<file path="src/kma_pkg.sv">
// shared types and constants of the k-means assignment and accumulation engine
package kma_pkg;

   localparam logic [1:0] REQ_LOAD   = 2'd0;
   localparam logic [1:0] REQ_SAMPLE = 2'd1;
   localparam logic [1:0] REQ_UPDATE = 2'd2;
   localparam logic [1:0] REQ_CLEAR  = 2'd3;

   localparam logic CSR_NUM_CLUSTERS = 1'b0;
   localparam logic CSR_DIM_IN_USE   = 1'b1;

   localparam logic KIND_ASSIGN   = 1'b0;
   localparam logic KIND_CENTROID = 1'b1;

   localparam int VALUE_W = 16;
   localparam int DIST_W  = 39;
   localparam int SUM_W   = 48;
   localparam int COUNT_W = 32;
   localparam int SQ_W    = 32;
   localparam int DCNT_W  = 6;

   localparam logic [4:0] NUM_CLUSTERS_RESET = 5'd1;
   localparam logic [6:0] DIM_IN_USE_RESET   = 7'd64;

   typedef enum logic [2:0] {
      OP_LOAD,
      OP_SAMPLE,
      OP_SAMPLE_LAST,
      OP_UPDATE,
      OP_CLEAR
   } op_type;

   typedef struct packed {
      op_type                     op;
      logic [3:0]                 cluster;
      logic [5:0]                 element;
      logic signed [VALUE_W-1:0]  value;
   } cmd_type;

   typedef struct packed {
      logic    valid;
      cmd_type cmd;
   } queue_out_type;

   typedef enum logic [3:0] {
      ST_INIT,
      ST_IDLE,
      ST_DIST,
      ST_SEARCH,
      ST_ACC,
      ST_UPD_RD,
      ST_UPD_CAP,
      ST_UPD_DIV,
      ST_UPD_WR,
      ST_EMIT
   } state_type;

endpackage

</file>
<file path="src/kma_chan_if.sv">
// request and response channel interfaces
interface kma_req_if;
   logic               valid;
   logic               ready;
   logic [1:0]         req_type;
   logic [3:0]         cluster_index;
   logic [5:0]         element_index;
   logic signed [15:0] value;

   modport source (output valid, req_type, cluster_index, element_index, value,
                   input ready);
   modport sink (input valid, req_type, cluster_index, element_index, value,
                 output ready);
endinterface


</file>
<file path="src/kma_front.sv">
// front end: accepts request beats, drops ignored ones, queues commands
module kma_front #(
   parameter int MAX_CLUSTERS = 16,
   parameter int MAX_DIM      = 64,
   parameter int NDW          = 7
) (
   input  logic                   clock,
   input  logic                   reset,
   kma_req_if.sink                req_chan,
   input  logic [NDW-1:0]         nd,
   input  logic                   hold,
   output kma_pkg::queue_out_type q_out,
   input  logic                   q_pop
);

   kma_pkg::cmd_type slot_ff [2];
   logic             rd_ptr_ff, rd_ptr_in;
   logic             wr_ptr_ff, wr_ptr_in;
   logic [1:0]       count_ff, count_in;

   logic             keep;
   logic             push;
   kma_pkg::cmd_type cmd;

   always_comb begin
      cmd.cluster = req_chan.cluster_index;
      cmd.element = req_chan.element_index;
      cmd.value   = req_chan.value;
      cmd.op      = kma_pkg::OP_LOAD;
      keep        = 1'b0;
      case (req_chan.req_type)
         kma_pkg::REQ_LOAD: begin
            cmd.op = kma_pkg::OP_LOAD;
            keep   = (int'(req_chan.cluster_index) < MAX_CLUSTERS)
                     && (int'(req_chan.element_index) < MAX_DIM);
         end
         kma_pkg::REQ_UPDATE: begin
            cmd.op = kma_pkg::OP_UPDATE;
            keep   = (int'(req_chan.cluster_index) < MAX_CLUSTERS)
                     && (int'(req_chan.element_index) < MAX_DIM);
         end
         kma_pkg::REQ_SAMPLE: begin
            keep   = int'(req_chan.element_index) < int'(nd);
            cmd.op = (int'(req_chan.element_index) == int'(nd) - 1)
                     ? kma_pkg::OP_SAMPLE_LAST : kma_pkg::OP_SAMPLE;
         end
         kma_pkg::REQ_CLEAR: begin
            cmd.op = kma_pkg::OP_CLEAR;
            keep   = 1'b1;
         end
         default: begin
            keep = 1'b0;
         end
      endcase
   end

   assign req_chan.ready = (count_ff != 2'd2) && !hold;
   assign push           = req_chan.valid && req_chan.ready && keep;

   assign q_out.valid = count_ff != 2'd0;
   assign q_out.cmd   = slot_ff[rd_ptr_ff];

   always_comb begin
      wr_ptr_in = push ? ~wr_ptr_ff : wr_ptr_ff;
      rd_ptr_in = q_pop ? ~rd_ptr_ff : rd_ptr_ff;
      count_in  = count_ff + {1'b0, push} - {1'b0, q_pop};
   end

   always_ff @(posedge clock) begin
      if (reset) begin
         rd_ptr_ff <= 1'b0;
         wr_ptr_ff <= 1'b0;
         count_ff  <= 2'd0;
      end else begin
         rd_ptr_ff <= rd_ptr_in;
         wr_ptr_ff <= wr_ptr_in;
         count_ff  <= count_in;
      end
   end

   always_ff @(posedge clock) begin
      if (push) begin
         slot_ff[wr_ptr_ff] <= cmd;
      end
   end

endmodule

</file>
<file path="src/flat_wrapper.sv">
// flat-port wrapper written by rule: the top's interface ports become plain ports
module kma_front_flat 
#(
   parameter int MAX_CLUSTERS = 16,
   parameter int MAX_DIM      = 64,
   parameter int NDW          = 7
)
  (clock, reset, nd, hold, q_out, q_pop, req_chan_valid, req_chan_req_type, req_chan_cluster_index, req_chan_element_index, req_chan_value, req_chan_ready);
  kma_req_if req_chan_i ();
  input  logic clock;
  input  logic reset;
  input  logic [NDW-1:0] nd;
  input  logic hold;
  output kma_pkg::queue_out_type q_out;
  input  logic q_pop;
  input wire logic [$bits(req_chan_i.valid)-1:0] req_chan_valid;
  input wire logic [$bits(req_chan_i.req_type)-1:0] req_chan_req_type;
  input wire logic [$bits(req_chan_i.cluster_index)-1:0] req_chan_cluster_index;
  input wire logic [$bits(req_chan_i.element_index)-1:0] req_chan_element_index;
  input wire logic [$bits(req_chan_i.value)-1:0] req_chan_value;
  output wire logic [$bits(req_chan_i.ready)-1:0] req_chan_ready;
  assign req_chan_i.valid = req_chan_valid;
  assign req_chan_i.req_type = req_chan_req_type;
  assign req_chan_i.cluster_index = req_chan_cluster_index;
  assign req_chan_i.element_index = req_chan_element_index;
  assign req_chan_i.value = req_chan_value;
  assign req_chan_ready = req_chan_i.ready;
  kma_front #(.MAX_CLUSTERS(MAX_CLUSTERS), .MAX_DIM(MAX_DIM), .NDW(NDW)) u_core (.clock(clock), .reset(reset), .req_chan(req_chan_i), .nd(nd), .hold(hold), .q_out(q_out), .q_pop(q_pop));
endmodule
</file>
<file path="config.mk">
export PLATFORM = sky130hd
export DESIGN_NAME = kma_front_flat
export DESIGN_NICKNAME = d
export VERILOG_FILES = /design/src/kma_pkg.sv /design/src/kma_chan_if.sv /design/src/kma_front.sv /design/src/flat_wrapper.sv
export SDC_FILE = /design/constraint.sdc
export NUM_CORES = 1
export LEC_CHECK = 0
export BUFFER_PORTS_ARGS = -buffer_cell sky130_fd_sc_hd__buf_4
export CORE_MARGIN = 2
export CORE_UTILIZATION = 52
export DETAILED_ROUTE_END_ITERATION = 8
export PLACE_DENSITY = 0.79
export RECOVER_POWER = 50
export SKIP_LAST_GASP = 1
export SYNTH_ARGS = -nofsm -noshare
export SYNTH_HDL_FRONTEND = slang
export SYNTH_SLANG_ARGS = --single-unit
</file>
<file path="constraint.sdc">
create_clock -name clock -period 5.3 [get_ports clock]
set_clock_uncertainty 0.2 [all_clocks]
set_input_delay 0.265 -clock clock [delete_from_list [all_inputs] [get_ports clock]]
set_output_delay 0.265 -clock clock [all_outputs]
set_load 0.02 [all_outputs]
</file>
### Word level (Yosys, flattened, before mapping)

Memory sizes are Yosys's and may differ from the RTL's. A register that Yosys moved wholly into a read port is not among the register bits.
Cells that the tools add are included.

* $add $sub $neg: 3
* order comparisons: 1
* equality and inequality tests: 5
* muxes and demuxes: 7
* bitwise operators: 2
* reduce and logical (&&, ||, !) cells: 7

Operators by type and width (number)
* == test 7 x 32 -> 1 bit: 1
* one-hot mux 3 bit (4 select lines): 1
* subtractor 7 x 1 -> 8 bit, second input constant: 1
* < comparator 6 x 7 -> 1 bit: 1
* == test 2 bit, second input constant: 2
* two-way mux 1 bit: 4
* logical AND 1 bit: 3
* OR reduction 3 bit: 1
* adder 2 x 1 -> 2 bit: 1
* == test 2 x 1 -> 1 bit, second input constant: 1
* zero test 2 bit: 1
* two-way mux 2 bit: 1
* inequality test 2 bit, second input constant: 1
* inverter 1 bit: 2
* one-hot mux 1 bit (2 select lines): 1
* nonzero test 2 bit: 1
* subtractor 2 x 1 -> 2 bit: 1
* zero test 1 bit: 1

* register bits after elaboration: 4
* memory bits (writable): 58
* input bits: 40
* word-level logic and storage cells: 29
* memories kept: 1

Memories
* u_core.slot_ff: words 2, bits a word 29, read ports 1, clocked after Yosys merged registers in 1, wr ports 1, line kma_front.sv:16 `kma_pkg::cmd_type slot_ff [2];`

### Depth between registers and ports, before layout

* word-level depth: 6
* gate-level depth with buffers: 10
* gate-level depth less buffers: 10

### Worst setup path after synthesis

Ideal clock, no wire load.

* path kind: input -> register
* from: input nd[1]
* to: memory u_core.slot_ff[1][0] (netlist name), enable pin
* arrival time: 3.438 ns
* required time: 4.642 ns
* path slack: 1.204 ns
* stages on the path: 7
* buffers on the path: 0
* path through: inv_1 ha_1 nor2b_1 o21a_1 o2111ai_1 a21boi_0 nor3b_1

* longest elaborated chain between the ends: 5

Ends and longest elaborated chain
* start, declared: line flat_wrapper.sv:12 `input logic [NDW-1:0] nd;`
* < comparator 6 x 7 -> 1 bit: line kma_front.sv:43 `keep = int'(req_chan.element_index) < int'(nd);`
* one-hot mux 1 bit (2 select lines): line kma_front.sv:31 `case (req_chan.req_type)`
* logical AND 1 bit: line kma_front.sv:58 `assign push = req_chan.valid && req_chan.ready && keep;`
* two-way mux 1 bit: line kma_front.sv:82 `if (push) begin`
* two-way mux 1 bit (implied by the code): line kma_front.sv:83 `slot_ff[wr_ptr_ff] <= cmd;`
* end, declared: line kma_front.sv:16

No other way between the ends.

==> results.rst <==
.. list-table::
   :header-rows: 1

   * - Metric
     - Value
   * - Antenna Nets Post-Route
     - 0
   * - Wire length of the first global-routing pass
     - 7.790 mm
   * - CP required
     - 4.84 ns
   * - Critical Path End Type
     - output pin
   * - Count of flip-flops with a built-in enable after synthesis
     - 58
   * - Data arrival at the endpoint of the critical path
     - 2.41 ns
   * - Share of flip-flops with an asynchronous set or reset after synthesis
     - 0%
   * - Clk network pwr share
     - 34.8%
   * - Max-capacitance violation count
     - 1
   * - Sw Ratio
     - 24.45%
   * - GR Util met3
     - 3.910%
   * - Total via count after detailed routing
     - 1,745
   * - Area growth from synthesis to layout
     - 37.72%
   * - Slew Limit Fails
     - 30
   * - Register share of total power
     - 47.4%
   * - Detailed placement HPWL
     - 3.213 mm
   * - Mean instance size in the synthesized netlist
     - 16.04 um2
   * - Final Critical Period
     - 2.871 ns
   * - WP buf/inv
     - 2
   * - Number of antenna diodes
     - 0
   * - Synth cell types
     - 35
   * - # setup viols final
     - 0
   * - Average wire per cell in the routed design
     - 14.02 um
   * - Ports placed on the boundary
     - 71
   * - Largest net degree at the start of global routing
     - 30
   * - DIE AREA
     - 5805 um2
   * - Worst Path Max Fanout
     - 29
   * - Number of buffers added by the clock tree synthesis step
     - 9
   * - Combinational share of power
     - 17.9%
   * - Synthesized net count
     - 218
   * - CTS clk-pin slew, worst paths
     - 0.07 ns
   * - Remaining global-route overflow
     - 0
   * - Total of buffers placed on input and output ports
     - 70
   * - Ratio of final minimum period to clock period
     - 54.16%
   * - Worst path cell trace
     - clkbuf_1 > mux2_2 > clkbuf_1
   * - Fraction of final layout cells with drive strength greater than 1
     - 32.75%
   * - Post-synthesis instance area
     - 2710 um2
   * - Number of buffers on the longest clock path
     - 2
   * - Global routing usage on met2
     - 31.87%
   * - Filler Cells Inserted
     - 367
   * - Final hold violation count
     - 0
   * - Unrepaired setup endpoints after global routing
     - no
   * - Sequential cell area fraction in the yosys report
     - 67.96%
   * - Sum of internal, switching and leakage power
     - 1.256 mW
   * - Total negative slack for setup checks
     - 0 ns
   * - Reported leakage power
     - 1.401 nW
   * - Clk sink count
     - 63
   * - Die extent in x
     - 76.19 um
   * - Avg Vias per Cell
     - 4.929
   * - Pre-Repair DR Iteration Count
     - 4
   * - Cts repair resizes
     - 0
   * - NumNets Final
     - 328
   * - Placer congestion estimate
     - 0.8536
   * - CTS root buf
     - clkbuf_8
   * - Design internal power
     - 949.2 uW
   * - Number of rows created at floorplan
     - 26
   * - Status
     - finished, violations left
   * - Library cell appearing most often on the critical path
     - clkbuf_1
   * - Most used DFF post-synth
     - edfxtp_1
   * - Max Freq
     - 348.4 MHz
   * - Most used routing layer in global routing
     - met2
   * - Clk Latency, worst-skew pair
     - 0.33 ns
   * - Max-Slew Margin vs Limit
     - -5.695%
   * - Least-Margin Pin Slew
     - 1.585 ns
   * - Vertical extent of the die
     - 76.19 um
   * - FF+latch count, synth
     - 63
   * - Via count of the first global-routing pass
     - 1,751
   * - Max IR drop VDD
     - 0.0001721 V
   * - TritonCTS clock tree
     - yes
   * - Violations in the final reports
     - capacitance limit, slew limit
   * - Delay-heaviest family, CP
     - buffers and inverters
   * - Reported net switching power
     - 307.2 uW
   * - Met1 usage in global routing
     - 19.40%
   * - Placeable core area
     - 5075 um2
   * - Delay of the slowest cell on the worst path
     - 1.14 ns
   * - Cell count after synthesis
     - 169
   * - Setup CP Type
     - register to output pin
   * - Total of warnings raised by yosys
     - 0
   * - Final Routed Wirelength
     - 4.964 mm
   * - PD cells
     - 336.6 nW/um2
   * - Post-CTS Hold Buffers
     - 29
   * - H-tree depth reported by CTS
     - 3
   * - Element type at the critical path start
     - register
   * - Drc violations
     - 0
   * - Antenna violations before repair
     - 0
   * - Starting density of the core
     - 53.40%
   * - Hold crit path type
     - input pin to register
   * - CP max-delay cell
     - clkbuf_1
   * - Initial detailed-routing violation count
     - 54
   * - Buffer count from post-CTS setup fixing
     - 0
   * - GRT Resource Usage Total
     - 17.89%
flip-flops by register name, summed over array words and instances (netlist names), named ones only:
signal and count:
u_core.rd_ptr_ff 1, u_core.slot_ff 58, u_core.wr_ptr_ff 1, u_core.count_ff 2
metrics by stage:
step | hold slack (ns) | instances | util (%) | setup WS [ns] | instance area [um2]
2_1_floorplan | 0.1366 | 169 | - | 1.204 | 2710
3_3_place_gp | 0.2534 | 309 | 65.85 | 2.755 | 3342
3_5_place_dp | 0.2533 | 309 | 65.85 | 2.654 | 3342
4_1_cts | 0.05292 | 354 | 75.76 | 2.488 | 3845
5_1_grt | 0.08459 | 354 | 73.55 | 2.205 | 3732
6_report | 0.07651 | 354 | 73.55 | 2.429 | 3732
Yosys cell counts (2+ instances only):
| cell type | count | area share [%] |
|---|---|---|
| edfxtp_1 | 58 | 64 |
| mux2_2 | 29 | 12 |
| inv_1 | 11 | 1.5 |
| xnor2_1 | 11 | 3.6 |
| ha_1 | 9 | 4.2 |
| dfxtp_1 | 5 | 3.7 |
| nor2_1 | 5 | 0.69 |
| nor3_1 | 4 | 0.74 |
| a21oi_1 | 3 | 0.55 |
| nand3_1 | 3 | 0.55 |
| buf_2 | 2 | 0.37 |
| nand2_1 | 2 | 0.28 |
| nand2b_1 | 2 | 0.46 |
| nor2b_1 | 2 | 0.46 |
| nor3b_1 | 2 | 0.55 |
| nor4_1 | 2 | 0.46 |
power by group through the flow:
stage | Clock [mW] | Sequential (mW) | Combinational, mW
after floorplan | 0 | 0.605 | 0.135
after global routing | 0.462 | 0.598 | 0.246
after global placement | 0 | 0.604 | 0.226
after CTS | 0.445 | 0.595 | 0.247
after detailed placement | 0 | 0.606 | 0.229
final | 0.437 | 0.595 | 0.224
path summary, 6_finish.rpt:
check	start	endpoint	slack, ns	depth (start not counted)
worst max-delay path	register	q_out[28]	2.43	3
worst min-delay path	req_chan_req_type[1]	u_core.slot_ff[1][26]	0.08	3
worst max register to register	u_core.count_ff[1]	u_core.wr_ptr_ff	3.57	5
worst min register to register	u_core.rd_ptr_ff	u_core.rd_ptr_ff	0.34	2
cells in the final DEF, fill, tap and decap left out, types with 2 or more instances in the layout:
cell / count
clkbuf_1: 30
nor4_1: 2
nor2_1: 5
nor3_1: 3
nor3_2: 2
ha_1: 9
xnor2_1: 11
dfxtp_1: 5
clkbuf_8: 9
inv_1: 11
a21oi_1: 3
nand3_1: 3
bufinv_16: 2
dlygate4sd3_1: 29
nand2b_1: 2
edfxtp_1: 58
mux2_2: 29
nand2_1: 2
buf_4: 25
nor2b_1: 2
clkbuf_4: 18
kinds of logic after synthesis:
| family | synth area share [%] |
|---|---|
| XOR/XNOR | 3.878 |
| flip-flops | 67.96 |
| AO/OA/AOI/OAI | 3.832 |
| adder cells (fa/ha/maj) | 4.155 |
| buffers and inverters | 2.170 |
| AND/OR/NAND/NOR | 5.956 |
| multiplexers | 12.05 |
cell type report:
cell class,count,area (um2),area share [%]
multi-input combinational,91,819.5,21.96
timing repair buffer,102,725.7,19.44
clock inverter,6,85.08,2.280
sequential,63,1842,49.35
inverter,12,45.04,1.207
clock buffer,10,127.6,3.419
tap,70,87.58,2.347
per-layer routing:
metal	routed length, um	share of wire (%)
met4	140	2.8
met3	170	3.4
met5	0	0
met2	2656	54
met1	1996	40
worst register-to-register path: stages, from the launching register on:
cell and delay, ns:
dfxtp_1 0.38, inv_2 0.07, o211ai_4 0.27, nor3_2 0.05
and3_1 0.17, or4_1 0.45
Power figures use the tool's default switching activity.
